`src/assert_macros.svh`:
```
// Assertion helpers shared by the RTL.
// Each macro expects a clock named clk and a reset named rst in scope.
`ifndef ASSERT_MACROS_SVH
`define ASSERT_MACROS_SVH

// Property must hold on every clock edge outside reset.
`define FRT_ASSERT(lbl, prop, msg) \
  lbl: assert property (@(posedge clk) disable iff (rst) (prop)) else $error(msg);

// When cond holds, prop must hold at the next clock edge.
`define FRT_ASSERT_NEXT(lbl, cond, prop, msg) \
  lbl: assert property (@(posedge clk) disable iff (rst) (cond) |=> (prop)) else $error(msg);

`endif

```
`src/frt_pkg.sv`:
```
package frt_pkg;

  // Fragment header layout
  localparam int FINAL_BIT = 15;
  localparam int INDEX_W   = 15;
  localparam int WORD_W    = 16;
  localparam int ID_W      = 16;

  // Width of the reported counts
  localparam int COUNT_W = 7;

  typedef enum logic [1:0] {
    ST_OK     = 2'd0,
    ST_DUP    = 2'd1,
    ST_RANGE  = 2'd2,
    ST_BADFIN = 2'd3
  } status_t;

  // Per-beat result flags
  typedef struct packed {
    logic    complete;
    status_t status;
  } frt_flags_t;

endpackage

```
`src/frt_update.sv`:
```
module frt_update #(
  parameter int MAX_FRAGMENTS = 64,
  parameter int MW = MAX_FRAGMENTS,
  parameter int CW = $clog2(MAX_FRAGMENTS + 1)
) (
  input  logic [frt_pkg::ID_W-1:0]   packet_id,
  input  logic [frt_pkg::WORD_W-1:0] fragment_word,
  input  logic [frt_pkg::ID_W-1:0]   cur_id,
  input  logic                       pkt_seen,
  input  logic [MW-1:0]              seen_map,
  input  logic [CW-1:0]              arrived,
  input  logic                       total_known,
  input  logic [CW-1:0]              total_count,
  output logic [frt_pkg::ID_W-1:0]   cur_id_next,
  output logic                       pkt_seen_next,
  output logic [MW-1:0]              seen_map_next,
  output logic [CW-1:0]              arrived_next,
  output logic                       total_known_next,
  output logic [CW-1:0]              total_count_next,
  output frt_pkg::frt_flags_t        flags,
  output logic [CW-1:0]              cnt_out,
  output logic [CW-1:0]              tot_out
);
  import frt_pkg::*;

  localparam int IW = (MAX_FRAGMENTS > 2) ? $clog2(MAX_FRAGMENTS) : 1;
  localparam logic [INDEX_W-1:0] MAX_IDX = INDEX_W'(MAX_FRAGMENTS);

  logic               fin;
  logic [INDEX_W-1:0] idx;
  logic [IW-1:0]      bit_idx;
  logic               in_range;
  logic [MW-1:0]      onehot;
  logic [MW-1:0]      above;
  logic [CW-1:0]      idx_w;
  logic [CW-1:0]      idx_p1;
  logic               new_pkt;
  logic               bad;
  logic               dup;

  // Header decode and bitmap masks
  assign fin      = fragment_word[FINAL_BIT];
  assign idx      = fragment_word[INDEX_W-1:0];
  assign bit_idx  = idx[IW-1:0];
  assign in_range = idx < MAX_IDX;
  assign onehot   = MW'(1) << bit_idx;
  assign above    = ~((onehot - MW'(1)) | onehot);
  assign idx_w    = CW'(bit_idx);
  assign idx_p1   = idx_w + CW'(1);
  assign new_pkt  = !pkt_seen || (packet_id != cur_id);
  assign dup      = seen_map[bit_idx];

  // Consistency check against known total and higher indices seen
  always_comb begin
    if (fin) begin
      bad = (total_known && (total_count != idx_p1)) || (|(seen_map & above));
    end else begin
      bad = total_known && (idx_w >= total_count);
    end
  end

  // Next state and result
  always_comb begin
    cur_id_next      = cur_id;
    pkt_seen_next    = pkt_seen;
    seen_map_next    = seen_map;
    arrived_next     = arrived;
    total_known_next = total_known;
    total_count_next = total_count;
    flags.complete   = 1'b0;
    flags.status     = ST_OK;
    cnt_out          = arrived;
    tot_out          = total_known ? total_count : '0;

    if (!in_range) begin
      flags.status = ST_RANGE;
    end else if (!new_pkt && bad) begin
      flags.status = ST_BADFIN;
    end else begin
      if (new_pkt) begin
        seen_map_next    = onehot;
        arrived_next     = CW'(1);
        total_known_next = 1'b0;
        total_count_next = '0;
        cur_id_next      = packet_id;
        pkt_seen_next    = 1'b1;
      end else if (dup) begin
        flags.status = ST_DUP;
      end else begin
        seen_map_next = seen_map | onehot;
        arrived_next  = arrived + CW'(1);
      end

      if (fin) begin
        total_known_next = 1'b1;
        total_count_next = idx_p1;
      end

      cnt_out = arrived_next;
      tot_out = total_known_next ? total_count_next : '0;

      // All fragments in: report and clear
      if (total_known_next && (arrived_next == total_count_next)) begin
        flags.complete   = 1'b1;
        seen_map_next    = '0;
        arrived_next     = '0;
        total_known_next = 1'b0;
        total_count_next = '0;
      end
    end
  end

endmodule

```
`src/fragment_reassembly_tracker_unit.sv`:
```
// Channel | Handshake            | Payload
// --------+----------------------+---------------------------------------------------
// in      | in_valid / in_ready  | packet_id, fragment_word
// out     | out_valid / out_ready| complete, status, arrived_count, expected_total
//
// One beat per cycle sustained while out_ready stays high; a header's result passes
// through the input register, then the tracker update into the result register.
// Tracker state is written in the same cycle the result register loads.
// rst is synchronous and clears all control and tracker state.
// A stalled result holds the input register; in_ready drops only when both are full.
`include "assert_macros.svh"

module fragment_reassembly_tracker_unit #(
  parameter int MAX_FRAGMENTS = 64
) (
  input  logic                          clk,
  input  logic                          rst,
  input  logic                          in_valid,
  output logic                          in_ready,
  input  logic [frt_pkg::ID_W-1:0]      packet_id,
  input  logic [frt_pkg::WORD_W-1:0]    fragment_word,
  output logic                          out_valid,
  input  logic                          out_ready,
  output logic                          complete,
  output logic [1:0]                    status,
  output logic [frt_pkg::COUNT_W-1:0]   arrived_count,
  output logic [frt_pkg::COUNT_W-1:0]   expected_total
);
  import frt_pkg::*;

  localparam int MW = MAX_FRAGMENTS;
  localparam int CW = $clog2(MAX_FRAGMENTS + 1);
  localparam int EW = (CW > COUNT_W) ? CW : COUNT_W;

  // Input register
  logic              s1_valid;
  logic [ID_W-1:0]   s1_id;
  logic [WORD_W-1:0] s1_word;
  logic              s1_go;

  // Tracker state
  logic [ID_W-1:0] cur_id;
  logic            pkt_seen;
  logic [MW-1:0]   seen_map;
  logic [CW-1:0]   arrived;
  logic            total_known;
  logic [CW-1:0]   total_count;

  logic [ID_W-1:0] cur_id_next;
  logic            pkt_seen_next;
  logic [MW-1:0]   seen_map_next;
  logic [CW-1:0]   arrived_next;
  logic            total_known_next;
  logic [CW-1:0]   total_count_next;
  frt_flags_t      flags;
  logic [CW-1:0]   cnt_out;
  logic [CW-1:0]   tot_out;
  logic [EW-1:0]   cnt_ext;
  logic [EW-1:0]   tot_ext;

  logic            cmpl_go;
  logic            cmpl_out;

  assign s1_go    = s1_valid && (!out_valid || out_ready);
  assign in_ready = !s1_valid || s1_go;

  // Input beat capture
  always_ff @(posedge clk) begin
    if (rst) begin
      s1_valid <= 1'b0;
    end else if (in_valid && in_ready) begin
      s1_valid <= 1'b1;
    end else if (s1_go) begin
      s1_valid <= 1'b0;
    end
  end

  always_ff @(posedge clk) begin
    if (in_valid && in_ready) begin
      s1_id   <= packet_id;
      s1_word <= fragment_word;
    end
  end

  frt_update #(
    .MAX_FRAGMENTS(MAX_FRAGMENTS),
    .MW(MW),
    .CW(CW)
  ) u_update (
    .packet_id       (s1_id),
    .fragment_word   (s1_word),
    .cur_id          (cur_id),
    .pkt_seen        (pkt_seen),
    .seen_map        (seen_map),
    .arrived         (arrived),
    .total_known     (total_known),
    .total_count     (total_count),
    .cur_id_next     (cur_id_next),
    .pkt_seen_next   (pkt_seen_next),
    .seen_map_next   (seen_map_next),
    .arrived_next    (arrived_next),
    .total_known_next(total_known_next),
    .total_count_next(total_count_next),
    .flags           (flags),
    .cnt_out         (cnt_out),
    .tot_out         (tot_out)
  );

  // Tracker state update
  always_ff @(posedge clk) begin
    if (rst) begin
      cur_id      <= '0;
      pkt_seen    <= 1'b0;
      seen_map    <= '0;
      arrived     <= '0;
      total_known <= 1'b0;
      total_count <= '0;
    end else if (s1_go) begin
      cur_id      <= cur_id_next;
      pkt_seen    <= pkt_seen_next;
      seen_map    <= seen_map_next;
      arrived     <= arrived_next;
      total_known <= total_known_next;
      total_count <= total_count_next;
    end
  end

  // Counts are reported modulo 128
  assign cnt_ext = EW'(cnt_out);
  assign tot_ext = EW'(tot_out);

  // Result register
  always_ff @(posedge clk) begin
    if (rst) begin
      out_valid <= 1'b0;
    end else if (s1_go) begin
      out_valid <= 1'b1;
    end else if (out_ready) begin
      out_valid <= 1'b0;
    end
  end

  always_ff @(posedge clk) begin
    if (s1_go) begin
      complete       <= flags.complete;
      status         <= flags.status;
      arrived_count  <= cnt_ext[COUNT_W-1:0];
      expected_total <= tot_ext[COUNT_W-1:0];
    end
  end

  // Checks
  assign cmpl_go  = s1_go && flags.complete;
  assign cmpl_out = out_valid && complete;

  `FRT_ASSERT(a_cmpl_status, !cmpl_out || status < ST_RANGE, "error status on completion")
  `FRT_ASSERT(a_cmpl_counts, !cmpl_out || arrived_count == expected_total, "count mismatch")
  `FRT_ASSERT_NEXT(a_cmpl_clear, cmpl_go, arrived == '0 && !total_known && ~|seen_map, "not cleared")
  `FRT_ASSERT(a_count_bound, !total_known || arrived <= total_count, "arrivals exceed total")

endmodule

```
`config.mk`:
```
export PLATFORM = sky130hd
export DESIGN_NAME = fragment_reassembly_tracker_unit
export DESIGN_NICKNAME = d
export VERILOG_FILES = /design/src/frt_pkg.sv /design/src/frt_update.sv /design/src/fragment_reassembly_tracker_unit.sv
export VERILOG_INCLUDE_DIRS = /design/src /design/src/src
export SDC_FILE = /design/constraint.sdc
export NUM_CORES = 1
export LEC_CHECK = 0
export BUFFER_PORTS_ARGS = -buffer_cell sky130_fd_sc_hd__buf_2
export CAP_MARGIN = 20
export CORE_UTILIZATION = 63
export CTS_CLUSTER_SIZE = 10
export DETAILED_ROUTE_END_ITERATION = 8
export PLACE_DENSITY = 0.81
export SETUP_SLACK_MARGIN = 0.1
export SLEW_MARGIN = 5
export SYNTH_ARGS = -nofsm -noshare
export SYNTH_HDL_FRONTEND = slang
export SYNTH_HIERARCHICAL = 1
export SYNTH_SLANG_ARGS = --single-unit
```
`constraint.sdc`:
```
create_clock -name clk -period 5.4 [get_ports clk]
set_input_delay 0.27 -clock clk [delete_from_list [all_inputs] [get_ports clk]]
set_output_delay 0.27 -clock clk [all_outputs]
set_load 0.05 [all_outputs]
```
==> run_results.csv <==
group,metric,value,unit
drt,drc,0,
timing,period_minus_slack,5.23,ns
power,p_comb_share,15.7,%
power,pwr-share-clk,43.7,%
finish,n_antenna_cell,0,
clocking,cts_max_path_buffers,2,
run_status,status,"finished clean",
drt,routed_wl,44200,um
timing,tns,0,ns
power,switchingPower,944,uW
setup_path,critPathRequiredTime,5.74,ns
clocking,clkLatencyLatePin,0.45,ns
timing,slew_headroom,26.9,%
synthesis,yosysMostFrequentCell,"nand2b_1",
synthesis,postSynthCellCount,1299,
place,place.port_buffers,54,
drt,met2_length,19100,um
global_routing,grt_pass1_wl,64800,um
power,power_density,226,nW/um2
drt,route.met3.wl,5920,um
die,io_pins,55,
clocking,cts_buffers,17,
setup_path,worstSetupStartpointType,"register",
die,fp.dieW,137,um
synthesis,ys_async_sr_fraction,0,%
place,place_congestion,1.05,
die,die_area,18700,um2
synthesis,synth_seq_cells,147,
synthesis,synth_ff_type,"dfxtp_1",
setup_path,crit_path_max_incr_delay,0.50,ns
drt,met1_length,16600,um
synthesis,syn_nets,1348,
synthesis,synth_top_area_cell,"dfxtp_1",
synthesis,synth_cell_types,90,
timing,skew,0.0196,ns
synthesis,synth_area,11400,um2
global_routing,grt_max_degree,145,
drt,ant_nets,0,
timing,clock.fmax,191,MHz
power,ir_drop,0.255,mV
setup_path,cp_cell_sequence,"inv_1 > ha_1 > buf_4 > nand3b_1 > or2_2 > a31oi_1 > o2111ai_1 > nor4_2 > buf_4 > nand4_1 > nor4_1 > or2_2 > and3_1 > buf_12 > a32o_1 > nand2b_1 > mux2i_1",
timing,slew_viol_final,0,
clocking,htreeDepth,4,
setup_path,criticalPathCategory,"register to register",
synthesis,synth_edf_count,49,
finish,final_cells,1600,
drt,dr.first_iter.drc_count,2323,
timing,setup_violations,0,
power,seqPwrFrac,40.6,%
clocking,cts_root_buf,"clkbuf_16",
clocking,clock-sinks,147,
drt,viasPerCell,7.43,
synthesis,synth_warnings,6,
drt,wl_per_cell,27.7,um
setup_path,endpoint_kind,"register",
power,internal-power,1970,uW
synthesis,yosys-top-cells-area,"dfxtp_1 17%, edfxtp_1 13%, nand2b_1 11%, mux2i_1 9.3%, a22o_1 2.7%",
finish,area_delta_synth_final,12.6,%
global_routing,antenna_found_initial,0,
global_routing,grtUsageTotal,46.8,%
timing,tightest_slew,1.10,ns
power,netSwitchingFraction,32.4,%
timing,grt_setup_unrepaired,"false",
setup_path,critPathMaxFanout,48,
clocking,cts_tree,"yes",
timing,period_share,96.9,%
drt,dr.pass1.iters,8,
flow_run,drv_cap,0,
power,p_leak,0.00447,uW
drt,dr.max_layer_used,"met4",
finish,layout-drive-gt1-share,16.2,%
synthesis,synth_common_cells,"209 x nand2b_1, 106 x mux2i_1, 98 x dfxtp_1",
finish,fin_nets,1411,
clocking,clkTransAtPathRegs,0.09,ns
setup_path,cp.arrival,5.57,ns
die,core_area,17500,um2
place,dpl.hpwl,28100,um
global_routing,grt_pass1_vias,10800,
global_routing,gr-total-overflow,0,
drt,vias,11900,
die,initial_core_util,65.3,%
timing,hold_viol_final,0,
synthesis,ys_seq_area_share,30.0,%
hold_path,hp-class,"primary input to register",
setup_path,worst_path_max_delay_cell,"or2_2",
die,std_cell_rows,48,
place,dp_cells,1542,
synthesis,synth.avg_cell_area,8.81,um2
synthesis,synth_top_area_share,17.1,%
die,die_height,137,um
what timing repair did:
item                                    4_1_cts  5_1_grt
setup buffers                                 0        3
endpoints found under the setup margin        0       77
gates resized for setup                       0        4
hold buffers                                 17        5
hold endpoints to repair                     17        5
path summary, 6_finish.rpt:
kind	startpoint	to	slack, ns	cells after the start
setup reg to reg	s1_word[1]	seen_map[46]	0.17	17
hold / removal	packet_id[13]	s1_id[13]	0.02	1
hold reg to reg	seen_map[16]	seen_map[16]	0.51	2
setup / recovery	s1_word[1]	seen_map[46]	0.17	17
state kept, by name, summed over array words and instances, names as in the netlist:
| signal | flops |
|---|---|
| cur_id | 16 |
| arrived | 7 |
| total_count | 7 |
| pkt_seen | 1 |
| complete | 1 |
| seen_map | 64 |
| arrived_count | 7 |
| expected_total | 7 |
| s1_id | 16 |
| out_valid | 1 |
| status | 2 |
| s1_word | 16 |
| total_known | 1 |
| s1_valid | 1 |
through the flow:
step                worst slack, ns  hold WS [ns]  utilization, %  instance area, um2  power [uW]
floorplan                      1.10         0.369               -               11400        1480
global placement              0.483         0.446            68.3               12000        1610
detailed placement            0.304         0.448            68.3               12000        1610
CTS                           0.270       0.00243            72.8               12800        2850
global route                 0.0600       0.00126            73.5               12900        2970
finish                        0.170        0.0194            73.5               12900        2910
power groups by stage:
stage / Sequential [uW] / Combinational, uW / Clock, uW
floorplan: 1220 / 263 / 0
global placement: 1200 / 406 / 0
detailed placement: 1210 / 407 / 0
CTS: 1180 / 419 / 1250
global route: 1190 / 470 / 1320
finish: 1180 / 457 / 1270
final cells by class:
| class | instances | area [um2] |
|---|---|---|
| multi-input combinational | 1025 | 7370 |
| fill | 1283 | 4650 |
| sequential | 147 | 3430 |
| timing repair buffer | 148 | 1090 |
| clock buffer | 17 | 425 |
| tap | 225 | 282 |
| clock inverter | 15 | 196 |
| inverter | 23 | 86.3 |
kinds of logic (layout without fill, tap and decap cells):
logic type / Yosys count / count (layout) / share of synthesized area [%]
simple gates: 531 / 531 / 26.5
buf+inv: 127 / 203 / 5.88
compound gates: 311 / 311 / 19.9
flops: 147 / 147 / 30.0
fa+ha+maj: 13 / 13 / 1.42
mux: 142 / 142 / 13.9
xor+xnor: 28 / 28 / 2.38
metal layers:
| layer | global-route usage, % | vias to the layer above |
|---|---|---|
| met5 | 0 | - |
| met4 | 22.7 | 0 |
| met3 | 11.9 | 263 |
| met2 | 70.7 | 1108 |
| met1 | 62.0 | 5542 |
| li1 | - | 4967 |
cells in the final DEF (no fill, tap or decap), types with 10 or more instances in the layout:
master / synthesis / routed
nand2b_1: 209 / 209
mux2i_1: 106 / 106
dfxtp_1: 98 / 98
nand2_1: 70 / 70
buf_4: 9 / 69
nor2_1: 67 / 67
o21ai_0: 59 / 58
buf_2: 31 / 53
edfxtp_1: 49 / 49
nand3_1: 44 / 44
a22o_1: 35 / 35
a21oi_1: 35 / 34
mux2_2: 25 / 25
o2bb2ai_1: 25 / 25
nand4_1: 23 / 23
a31oi_1: 23 / 23
dlygate4sd3_1: 0 / 22
xnor2_1: 22 / 22
a32o_1: 22 / 22
inv_1: 21 / 21
nor3_1: 18 / 18
clkbuf_16: 0 / 17
o22ai_1: 14 / 14
ha_1: 13 / 13
mux4_2: 11 / 11
a21o_1: 11 / 10
nor2b_1: 11 / 10
and3_1: 10 / 10
critical path, delay by kind of cell, from the launching register on:
kind                     cells  cell delay, ns
multiplexers                 1            0.26
AO/OA/AOI/OAI                3            0.74
adder cells (fa/ha/maj)      1            0.25
AND/OR/NAND/NOR              8            2.28
buffers and inverters        4            1.10
flip-flops                   1            0.45
Power figures use the tool's default switching activity.
